--- src/sv/bwl_pkg.sv ---
// ----------------------------------------------------------------------------
// bwl_pkg
// Types and constants shared by the weight layout reorder block.
// ----------------------------------------------------------------------------
package bwl_pkg;

    localparam int WORD_W       = 32;
    localparam int IDX_W        = 30;
    localparam int TOTAL_W      = IDX_W + 1;
    localparam int SPAT_W       = 5;
    localparam int CHAN_W       = 12;
    localparam int CFG_W        = 12;
    localparam int CFG_IDX_W    = 2;
    localparam int IO_W         = 23;
    localparam int HW_W         = 9;
    localparam int WIO_W        = 28;
    localparam int MAX_SPATIAL  = 16;
    localparam int MAX_CHANNELS = 2048;
    localparam int BLOCK_SHIFT  = 3;

    // register indexes on the configuration port
    localparam logic [CFG_IDX_W-1:0] REG_KERNEL_HEIGHT = 2'd0;
    localparam logic [CFG_IDX_W-1:0] REG_KERNEL_WIDTH  = 2'd1;
    localparam logic [CFG_IDX_W-1:0] REG_IN_CHANNELS   = 2'd2;
    localparam logic [CFG_IDX_W-1:0] REG_OUT_CHANNELS  = 2'd3;

    typedef enum logic [1:0] {
        MODE_BLOCK_IO = 2'd0,
        MODE_BLOCK_O  = 2'd1,
        MODE_PASS     = 2'd2
    } layout_mode_t;

    // geometry handed from the configuration unit to the position unit
    typedef struct packed {
        logic [SPAT_W-1:0]  kh;
        logic [SPAT_W-1:0]  kw;
        logic [CHAN_W-1:0]  ic;
        logic [CHAN_W-1:0]  oc;
        logic [IO_W-1:0]    io_stride;
        logic [WIO_W-1:0]   wio_stride;
        logic [TOTAL_W-1:0] total;
        layout_mode_t       mode;
        logic               clear;
        logic               settled;
    } geom_t;

    typedef struct packed {
        logic [IDX_W-1:0]  dest;
        logic [WORD_W-1:0] word;
        layout_mode_t      mode;
        logic              last;
    } result_t;

endpackage

--- src/sv/blocked_weight_layout_to_hwio.sv ---
// ----------------------------------------------------------------------------
// blocked_weight_layout_to_hwio
// Reorders blocked convolution weights into height-width-input-output order.
// ----------------------------------------------------------------------------
// One weight beat is accepted per clock while tready is high and yields one
// result beat carrying the word, its destination index, the source layout and
// a last flag on the final element of the tensor. The index comes from nested
// position counters and stride accumulators in a single registered pass, so
// throughput is one beat per cycle while tready is high; a two-entry result
// buffer keeps the slave side open while a result waits. After reset and after
// every register write, tready stays low while the channel and spatial stride
// products settle in their two multiplier stages. Any write restarts the tensor.
module blocked_weight_layout_to_hwio (
    input  logic                          clk,
    input  logic                          rst_n,
    input  logic                          cfg_wr_en,
    input  logic [bwl_pkg::CFG_IDX_W-1:0] cfg_index,
    input  logic [bwl_pkg::CFG_W-1:0]     cfg_data,
    input  logic                          s_tvalid,
    output logic                          s_tready,
    input  logic [31:0]                   s_tdata,  // weight_word[31:0]
    output logic                          m_tvalid,
    input  logic                          m_tready,
    output logic [63:0]                   m_tdata,  // dest_index[29:0], word_out[61:30]
    output logic [1:0]                    m_tuser,  // layout_mode[1:0]
    output logic                          m_tlast
);
    import bwl_pkg::*;

    geom_t            geom;
    logic             accept;
    logic             has_room;
    logic [IDX_W-1:0] dest;
    logic             last;
    result_t          res_in;
    result_t          res_out;

    assign s_tready = geom.settled && has_room;
    assign accept   = s_tvalid && s_tready;

    bwl_cfg u_cfg (
        .clk       (clk),
        .rst_n     (rst_n),
        .cfg_wr_en (cfg_wr_en),
        .cfg_index (cfg_index),
        .cfg_data  (cfg_data),
        .geom      (geom)
    );

    bwl_pos u_pos (
        .clk     (clk),
        .rst_n   (rst_n),
        .geom    (geom),
        .advance (accept),
        .dest    (dest),
        .last    (last)
    );

    always_comb
    begin
        res_in.dest = dest;
        res_in.word = s_tdata;
        res_in.mode = geom.mode;
        res_in.last = last;
    end

    bwl_obuf u_obuf (
        .clk       (clk),
        .rst_n     (rst_n),
        .push      (accept),
        .push_data (res_in),
        .has_room  (has_room),
        .out_valid (m_tvalid),
        .out_ready (m_tready),
        .out_data  (res_out)
    );

    assign m_tdata = {2'b00, res_out.word, res_out.dest};
    assign m_tuser = res_out.mode;
    assign m_tlast = res_out.last;

endmodule

--- src/sv/bwl_cfg.sv ---
// ----------------------------------------------------------------------------
// bwl_cfg
// Dimension registers, clamping, layout selection and stride products.
// ----------------------------------------------------------------------------
module bwl_cfg (
    input  logic                          clk,
    input  logic                          rst_n,
    input  logic                          cfg_wr_en,
    input  logic [bwl_pkg::CFG_IDX_W-1:0] cfg_index,
    input  logic [bwl_pkg::CFG_W-1:0]     cfg_data,
    output bwl_pkg::geom_t                geom
);
    import bwl_pkg::*;

    localparam logic [1:0] SETTLE_CYCLES = 2'd2;

    logic [SPAT_W-1:0] kh_reg;
    logic [SPAT_W-1:0] kw_reg;
    logic [CHAN_W-1:0] ic_reg;
    logic [CHAN_W-1:0] oc_reg;
    logic [1:0]        settle_reg;
    logic [1:0]        settle_next;

    logic [SPAT_W-1:0] kh_c;
    logic [SPAT_W-1:0] kw_c;
    logic [CHAN_W-1:0] ic_c;
    logic [CHAN_W-1:0] oc_c;

    logic [2*CHAN_W-1:0]      io_prod;
    logic [2*SPAT_W-1:0]      hw_prod;
    logic [IO_W-1:0]          io_reg;
    logic [HW_W-1:0]          hw_reg;
    logic [SPAT_W+IO_W-1:0]   wio_prod;
    logic [HW_W+IO_W-1:0]     total_prod;
    logic [WIO_W-1:0]         wio_reg;
    logic [TOTAL_W-1:0]       total_reg;
    layout_mode_t             mode_c;

    always_ff @(posedge clk or negedge rst_n)
    begin
        if (!rst_n)
        begin
            kh_reg     <= SPAT_W'(1);
            kw_reg     <= SPAT_W'(1);
            ic_reg     <= CHAN_W'(8);
            oc_reg     <= CHAN_W'(8);
            settle_reg <= SETTLE_CYCLES;
        end
        else
        begin
            settle_reg <= settle_next;
            if (cfg_wr_en)
            begin
                case (cfg_index)
                    REG_KERNEL_HEIGHT: kh_reg <= cfg_data[SPAT_W-1:0];
                    REG_KERNEL_WIDTH:  kw_reg <= cfg_data[SPAT_W-1:0];
                    REG_IN_CHANNELS:   ic_reg <= cfg_data;
                    REG_OUT_CHANNELS:  oc_reg <= cfg_data;
                    default:           kh_reg <= kh_reg;
                endcase
            end
        end
    end

    always_comb
    begin
        if (cfg_wr_en)
            settle_next = SETTLE_CYCLES;
        else if (settle_reg != 2'd0)
            settle_next = settle_reg - 2'd1;
        else
            settle_next = settle_reg;
    end

    // zero reads as one, anything above the maximum reads as the maximum
    always_comb
    begin
        kh_c = (kh_reg == '0) ? SPAT_W'(1)
             : (kh_reg > SPAT_W'(MAX_SPATIAL)) ? SPAT_W'(MAX_SPATIAL) : kh_reg;
        kw_c = (kw_reg == '0) ? SPAT_W'(1)
             : (kw_reg > SPAT_W'(MAX_SPATIAL)) ? SPAT_W'(MAX_SPATIAL) : kw_reg;
        ic_c = (ic_reg == '0) ? CHAN_W'(1)
             : (ic_reg > CHAN_W'(MAX_CHANNELS)) ? CHAN_W'(MAX_CHANNELS) : ic_reg;
        oc_c = (oc_reg == '0) ? CHAN_W'(1)
             : (oc_reg > CHAN_W'(MAX_CHANNELS)) ? CHAN_W'(MAX_CHANNELS) : oc_reg;
    end

    always_comb
    begin
        if (oc_c[BLOCK_SHIFT-1:0] == '0 && ic_c[BLOCK_SHIFT-1:0] == '0)
            mode_c = MODE_BLOCK_IO;
        else if (oc_c[BLOCK_SHIFT-1:0] == '0)
            mode_c = MODE_BLOCK_O;
        else
            mode_c = MODE_PASS;
    end

    // two product stages, ready once both have settled
    assign io_prod    = ic_c * oc_c;
    assign hw_prod    = kh_c * kw_c;
    assign wio_prod   = kw_c * io_reg;
    assign total_prod = hw_reg * io_reg;

    always_ff @(posedge clk)
    begin
        io_reg    <= io_prod[IO_W-1:0];
        hw_reg    <= hw_prod[HW_W-1:0];
        wio_reg   <= wio_prod[WIO_W-1:0];
        total_reg <= total_prod[TOTAL_W-1:0];
    end

    always_comb
    begin
        geom.kh         = kh_c;
        geom.kw         = kw_c;
        geom.ic         = ic_c;
        geom.oc         = oc_c;
        geom.io_stride  = io_reg;
        geom.wio_stride = wio_reg;
        geom.total      = total_reg;
        geom.mode       = mode_c;
        geom.clear      = cfg_wr_en && (cfg_index == REG_KERNEL_HEIGHT
                                     || cfg_index == REG_KERNEL_WIDTH
                                     || cfg_index == REG_IN_CHANNELS
                                     || cfg_index == REG_OUT_CHANNELS);
        geom.settled    = (settle_reg == 2'd0);
    end

endmodule

--- src/sv/bwl_pos.sv ---
// ----------------------------------------------------------------------------
// bwl_pos
// Nested position counters with stride accumulators; forms the destination
// index and the last flag of the current beat.
// ----------------------------------------------------------------------------
module bwl_pos (
    input  logic                      clk,
    input  logic                      rst_n,
    input  bwl_pkg::geom_t            geom,
    input  logic                      advance,
    output logic [bwl_pkg::IDX_W-1:0] dest,
    output logic                      last
);
    import bwl_pkg::*;

    logic [2:0]        o8_reg, o8_next;
    logic [2:0]        i8_reg, i8_next;
    logic [3:0]        w_reg, w_next;
    logic [3:0]        h_reg, h_next;
    logic [10:0]       ib_reg, ib_next;
    logic [7:0]        ob_reg, ob_next;
    logic [IDX_W-1:0]  lin_reg, lin_next;
    logic [IDX_W-1:0]  spat_reg, spat_next;
    logic [IDX_W-1:0]  row_reg, row_next;
    logic [IDX_W-1:0]  chan_reg, chan_next;
    logic [IDX_W-1:0]  ibo_reg, ibo_next;

    logic [IDX_W-1:0]  o_str;
    logic [IDX_W-1:0]  o8_str;
    logic [IDX_W-1:0]  io_str;
    logic [IDX_W-1:0]  wio_str;
    logic [CHAN_W-1:0] ib_lim;
    logic              wrap_o8, wrap_i8, wrap_w, wrap_h, wrap_ib, wrap_ob;
    logic              t_w, t_h, t_ib, t_ob;
    logic [10:0]       oc_idx;

    assign o_str   = IDX_W'(geom.oc);
    assign o8_str  = IDX_W'({geom.oc, 3'b000});
    assign io_str  = IDX_W'(geom.io_stride);
    assign wio_str = IDX_W'(geom.wio_stride);
    assign ib_lim  = (geom.mode == MODE_BLOCK_IO) ?
                     CHAN_W'(geom.ic[CHAN_W-1:BLOCK_SHIFT]) : geom.ic;

    assign wrap_o8 = (o8_reg == 3'd7);
    assign wrap_i8 = (i8_reg == 3'd7);
    assign wrap_w  = ({1'b0, w_reg} + SPAT_W'(1)) >= geom.kw;
    assign wrap_h  = ({1'b0, h_reg} + SPAT_W'(1)) >= geom.kh;
    assign wrap_ib = ({1'b0, ib_reg} + CHAN_W'(1)) >= ib_lim;
    assign wrap_ob = ({1'b0, ob_reg} + 9'd1) >= geom.oc[CHAN_W-1:BLOCK_SHIFT];

    assign oc_idx = {ob_reg, o8_reg};
    assign dest   = (geom.mode == MODE_PASS) ? lin_reg
                  : spat_reg + chan_reg + IDX_W'(oc_idx);
    assign last   = ({1'b0, lin_reg} + TOTAL_W'(1)) >= geom.total;

    always_comb
    begin
        o8_next   = o8_reg;
        i8_next   = i8_reg;
        w_next    = w_reg;
        h_next    = h_reg;
        ib_next   = ib_reg;
        ob_next   = ob_reg;
        lin_next  = lin_reg;
        spat_next = spat_reg;
        row_next  = row_reg;
        chan_next = chan_reg;
        ibo_next  = ibo_reg;
        t_w       = 1'b0;
        t_h       = 1'b0;
        t_ib      = 1'b0;
        t_ob      = 1'b0;

        if (geom.clear || (advance && last))
        begin
            o8_next   = '0;
            i8_next   = '0;
            w_next    = '0;
            h_next    = '0;
            ib_next   = '0;
            ob_next   = '0;
            lin_next  = '0;
            spat_next = '0;
            row_next  = '0;
            chan_next = '0;
            ibo_next  = '0;
        end
        else if (advance)
        begin
            lin_next = lin_reg + IDX_W'(1);
            case (geom.mode)
                MODE_BLOCK_IO:
                begin
                    o8_next = wrap_o8 ? 3'd0 : o8_reg + 3'd1;
                    t_w  = wrap_o8 && wrap_i8;
                    t_h  = t_w && wrap_w;
                    t_ib = t_h && wrap_h;
                    t_ob = t_ib && wrap_ib;
                    if (wrap_o8)
                        i8_next = wrap_i8 ? 3'd0 : i8_reg + 3'd1;
                    if (t_ib)
                    begin
                        ib_next  = wrap_ib ? 11'd0 : ib_reg + 11'd1;
                        ibo_next = wrap_ib ? '0 : ibo_reg + o8_str;
                    end
                    // the sub-block channel offset restarts from the block base
                    if (wrap_o8)
                        chan_next = wrap_i8 ? ibo_next : chan_reg + o_str;
                end
                MODE_BLOCK_O:
                begin
                    o8_next = wrap_o8 ? 3'd0 : o8_reg + 3'd1;
                    t_ib = wrap_o8;
                    t_w  = t_ib && wrap_ib;
                    t_h  = t_w && wrap_w;
                    t_ob = t_h && wrap_h;
                    if (t_ib)
                    begin
                        ib_next   = wrap_ib ? 11'd0 : ib_reg + 11'd1;
                        chan_next = wrap_ib ? '0 : chan_reg + o_str;
                    end
                end
                default:
                begin
                    t_w = 1'b0;
                end
            endcase

            if (t_w)
                w_next = wrap_w ? 4'd0 : w_reg + 4'd1;
            if (t_h)
            begin
                h_next   = wrap_h ? 4'd0 : h_reg + 4'd1;
                row_next = wrap_h ? '0 : row_reg + wio_str;
            end
            if (t_w)
                spat_next = wrap_w ? row_next : spat_reg + io_str;
            if (t_ob)
                ob_next = wrap_ob ? 8'd0 : ob_reg + 8'd1;
        end
    end

    always_ff @(posedge clk or negedge rst_n)
    begin
        if (!rst_n)
        begin
            o8_reg   <= '0;
            i8_reg   <= '0;
            w_reg    <= '0;
            h_reg    <= '0;
            ib_reg   <= '0;
            ob_reg   <= '0;
            lin_reg  <= '0;
            spat_reg <= '0;
            row_reg  <= '0;
            chan_reg <= '0;
            ibo_reg  <= '0;
        end
        else
        begin
            o8_reg   <= o8_next;
            i8_reg   <= i8_next;
            w_reg    <= w_next;
            h_reg    <= h_next;
            ib_reg   <= ib_next;
            ob_reg   <= ob_next;
            lin_reg  <= lin_next;
            spat_reg <= spat_next;
            row_reg  <= row_next;
            chan_reg <= chan_next;
            ibo_reg  <= ibo_next;
        end
    end

endmodule

--- src/sv/bwl_obuf.sv ---
// ----------------------------------------------------------------------------
// bwl_obuf
// Result register with a skid stage, so a new beat is taken while a result
// waits on the master side.
// ----------------------------------------------------------------------------
module bwl_obuf (
    input  logic             clk,
    input  logic             rst_n,
    input  logic             push,
    input  bwl_pkg::result_t push_data,
    output logic             has_room,
    output logic             out_valid,
    input  logic             out_ready,
    output bwl_pkg::result_t out_data
);
    import bwl_pkg::*;

    logic    out_valid_reg;
    logic    skid_valid_reg;
    result_t out_reg;
    result_t skid_reg;
    logic    pop;

    assign pop       = out_valid_reg && out_ready;
    assign has_room  = !skid_valid_reg;
    assign out_valid = out_valid_reg;
    assign out_data  = out_reg;

    always_ff @(posedge clk or negedge rst_n)
    begin
        if (!rst_n)
        begin
            out_valid_reg  <= 1'b0;
            skid_valid_reg <= 1'b0;
        end
        else
        begin
            if (skid_valid_reg)
            begin
                if (pop)
                    skid_valid_reg <= 1'b0;
            end
            else if (push)
            begin
                if (out_valid_reg && !pop)
                    skid_valid_reg <= 1'b1;
                else
                    out_valid_reg <= 1'b1;
            end
            else if (pop)
            begin
                out_valid_reg <= 1'b0;
            end
        end
    end

    always_ff @(posedge clk)
    begin
        if (skid_valid_reg)
        begin
            if (pop)
                out_reg <= skid_reg;
        end
        else if (push)
        begin
            if (out_valid_reg && !pop)
                skid_reg <= push_data;
            else
                out_reg <= push_data;
        end
    end

endmodule

--- config.mk ---
export PLATFORM = sky130hd
export DESIGN_NAME = blocked_weight_layout_to_hwio
export DESIGN_NICKNAME = d
export VERILOG_FILES = /design/src/sv/bwl_pkg.sv /design/src/sv/blocked_weight_layout_to_hwio.sv /design/src/sv/bwl_cfg.sv /design/src/sv/bwl_pos.sv /design/src/sv/bwl_obuf.sv
export SDC_FILE = /design/constraint.sdc
export NUM_CORES = 2
export LEC_CHECK = 0
export ABC_AREA = 1
export BUFFER_PORTS_ARGS = -buffer_cell sky130_fd_sc_hd__buf_2
export CAP_MARGIN = 10
export CORE_MARGIN = 1
export CORE_UTILIZATION = 54
export CTS_CLUSTER_SIZE = 30
export DETAILED_ROUTE_END_ITERATION = 12
export GPL_ROUTABILITY_DRIVEN = 0
export HOLD_SLACK_MARGIN = 0.15
export PLACE_DENSITY_LB_ADDON = 0.05
export SKIP_CTS_REPAIR_TIMING = 1
export SYNTH_ARGS = -nofsm -noshare
export SYNTH_HDL_FRONTEND = slang
export SYNTH_SLANG_ARGS = --single-unit
--- constraint.sdc ---
create_clock -name clk -period 8.1 [get_ports clk]
set_input_delay 0.405 -clock clk [delete_from_list [all_inputs] [get_ports clk]]
set_output_delay 0.405 -clock clk [all_outputs]
set_load 0.05 [all_outputs]
==> metrics.md <==
| Metric | Value |
|---|---|
| DR pass1 iterations | `8` |
| Worst EP required | `8.60 ns` |
| Initial DRC Count | `3317` |
| Slew @ Worst Pin | `1.30 ns` |
| Setup_tns | `0 ns` |
| Period Utilization, post-route | `0.770` |
| Minimum clock period | `6.24 ns` |
| Layout cell share with drive strength beyond 1 | `0.0526` |
| Remaining antenna violation count | `0` |
| Cell Count, Final, Fillers Out | `7037` |
| Critical path buffers and inverters | `4` |
| TritonCTS clock tree | `built` |
| Placed insts | `6898` |
| Total congestion overflow | `0` |
| Most common cell after layout, fill and taps aside | `nand2_1` |
| Seq/Total Area, Yosys | `0.261` |
| Vias | `38400` |
| Clock buffer depth | `3` |
| Hold Slack | `0.144 ns` |
| Yosys Warn Count | `0` |
| Largest net degree at the start of global routing | `104` |
| Final Setup Violations | `0` |
| Endpoints failing hold | `0` |
| Total track usage | `0.313` |
| Synth Cell Area | `43100 µm²` |
| Largest fanout on the critical path | `11` |
| Die height | `285 µm` |
| HP Class | `input pin to flop` |
| Post-synth top flop | `dfrtp_1` |
| First-pass GRT wire length | `201 mm` |
| Max-slew violations | `0` |
| Area growth syn-to-layout | `8.68%` |
| Ant diodes | `0` |
| Total CTS buffers | `52` |
| Yosys cell types | `59` |
| FFs w/ async S/R, synth | `0.500` |
| Routed Wire Length | `126 mm` |
| Initial Util | `0.546` |
| Synth Instances | `5835` |
| Dpl hpwl | `97.7 mm` |
| Die Footprint | `81000 µm²` |
| Worst path slowest cell | `nor2_1` |
| I/O Pins | `120` |
| Vias in the first global route | `36900` |
| Slowest stage delay, CP | `0.70 ns` |
| Antenna violations before repair | `1` |
| RSZ-0062 raised after global routing | `false` |
| Startpoint Class | `flop` |
| Via density | `5.46` |
| Fmax | `160 MHz` |
| Status | `finished clean` |
| Mapped Avg Cell Area | `7.39 µm²` |
| Max_cap viols | `0` |
| Worst vdd ir | `0.000183 V` |
| Port bufs | `117` |
| Core Box Area | `79000 µm²` |
| Power density over the cells | `246 nW/µm²` |
| Root Driver | `clkbuf_16` |
| Num Clock Sinks | `442` |
| Core Rows | `103` |
| Clk slew on worst S/H paths | `0.06 ns` |
| Setup CP Type | `flop to flop` |
| Post-synth EDFFs | `130` |
| Nets | `6682` |
| Critical Path AT | `6.74 ns` |
| Worst clock skew | `0.0409 ns` |
| Worst skew pair latency | `0.64 ns` |
| Commonest non-fill, non-tap cells in the layout | `nand2_1, inv_1, nor2_1` |
| Worst slew margin | `0.135` |
| DRC viols | `0` |
| Power Total | `11.5 mW` |
| LEAKAGE | `25.0 nW` |
| Die width | `285 µm` |
| Yosys reg bits | `442` |
| CP Capture Type | `flop` |
| H-tree Lvls | `2` |
| DR WL/cell | `17.9 µm` |
| Critical path's top delay family | `adder cells` |
[layout make-up]
cell class / instances / area (µm²)
fillers: 7443 / 32100
flip-flops and latches: 442 / 11300
clock inverters: 32 / 315
repair buffers: 207 / 1370
well taps: 1050 / 1310
inverters: 947 / 3560
multi-input cells: 4293 / 27700
clock buffers: 66 / 1390
[metal layers]
| layer | vias up | wire [µm] | track usage |
|---|---|---|---|
| li1 | 18600 | - | - |
| met1 | 18400 | 56800 | 0.443 |
| met4 | 0 | 3440 | 0.0837 |
| met5 | - | 0 | 0 |
| met2 | 1257 | 57200 | 0.504 |
| met3 | 180 | 8460 | 0.0427 |
[report_power, final]
| group | total (mW) | switching [mW] | leakage [nW] | internal [mW] |
|---|---|---|---|---|
| registers | 2.94 | 0.273 | 4.96 | 2.67 |
| logic | 6.22 | 4.13 | 19.2 | 2.09 |
| clock network | 2.35 | 1.02 | 0.808 | 1.33 |
[cell usage after synthesis (3+ instances only)]
master	n	share of area
a211oi_1	3	0.00052
a21boi_0	15	0.0026
a21o_1	17	0.0030
a21oi_1	221	0.026
a22oi_1	3	0.00052
a31oi_1	12	0.0017
and2_1	7	0.0010
and3_1	5	0.00073
buf_1	6	0.00052
buf_2	32	0.0037
buf_4	11	0.0019
clkbuf_1	102	0.0089
clkinv_1	8	0.00070
dfrtp_1	216	0.13
dfstp_2	5	0.0030
dfxtp_1	91	0.042
edfxtp_1	130	0.091
fa_1	333	0.15
ha_1	355	0.10
inv_1	929	0.081
inv_2	8	0.00070
nand2_1	1814	0.16
nand2_2	11	0.0016
nand2_4	4	0.0010
nand3_1	328	0.038
nand3b_1	17	0.0030
nand4_1	75	0.011
nor2_1	443	0.039
nor2_2	8	0.0012
nor2_4	3	0.00078
nor3_1	64	0.0074
nor4_1	17	0.0025
o2111ai_1	3	0.00061
o211ai_1	6	0.0010
o21a_1	18	0.0031
o21ai_0	222	0.026
o21ai_1	24	0.0028
o21ai_2	5	0.0010
o21ai_4	3	0.0011
o21bai_1	18	0.0031
o22ai_1	37	0.0054
or2_2	10	0.0015
xnor2_1	68	0.014
xor2_1	107	0.022
[through the flow]
stage          area, µm²  setup WS [ns]   util
2_1_floorplan      43100           1.49      -
6_report           46900           1.86  0.593
3_5_place_dp       44800           2.03  0.567
5_1_grt            46900           1.40  0.593
4_1_cts            46500           2.00  0.588
3_3_place_gp       44800           2.13  0.567
[final timing paths]
kind / from / to / slack (ns) / cells after the start
setup / recovery: u_cfg.ic_reg[2] / u_cfg.io_reg[22] / 1.86 / 25
hold / removal: cfg_data[5] / u_cfg.ic_reg[5] / 0.14 / 3
setup reg to reg: u_cfg.ic_reg[2] / u_cfg.io_reg[22] / 1.86 / 25
hold reg to reg: u_cfg.settle_reg[0] / u_cfg.settle_reg[0] / 0.47 / 1
max in group asynchronous: rst_n / u_pos.row_reg[16] / 6.26 / 3
min in group asynchronous: rst_n / u_pos.ibo_reg[23] / 0.39 / 2
[worst min-delay path, delay by kind of cell]
kind	cells	cell delay (ns)
buffers and inverters	2	0.22
AO/OA/AOI/OAI	1	0.10
[cell families (layout without fill, tap and decap cells)]
group,count (synthesis),in the layout,synth area share
DFF,442,442,0.261
and+or+nand+nor,2813,2813,0.268
adders and majority gates,688,688,0.258
buffers and inverters,1101,1252,0.0982
other,1,2,0.0000869
AOI/OAI and AO/OA,615,615,0.0796
xor gates and xnor gates,175,175,0.0355
Note: power is estimated with default switching activity, not from simulation.
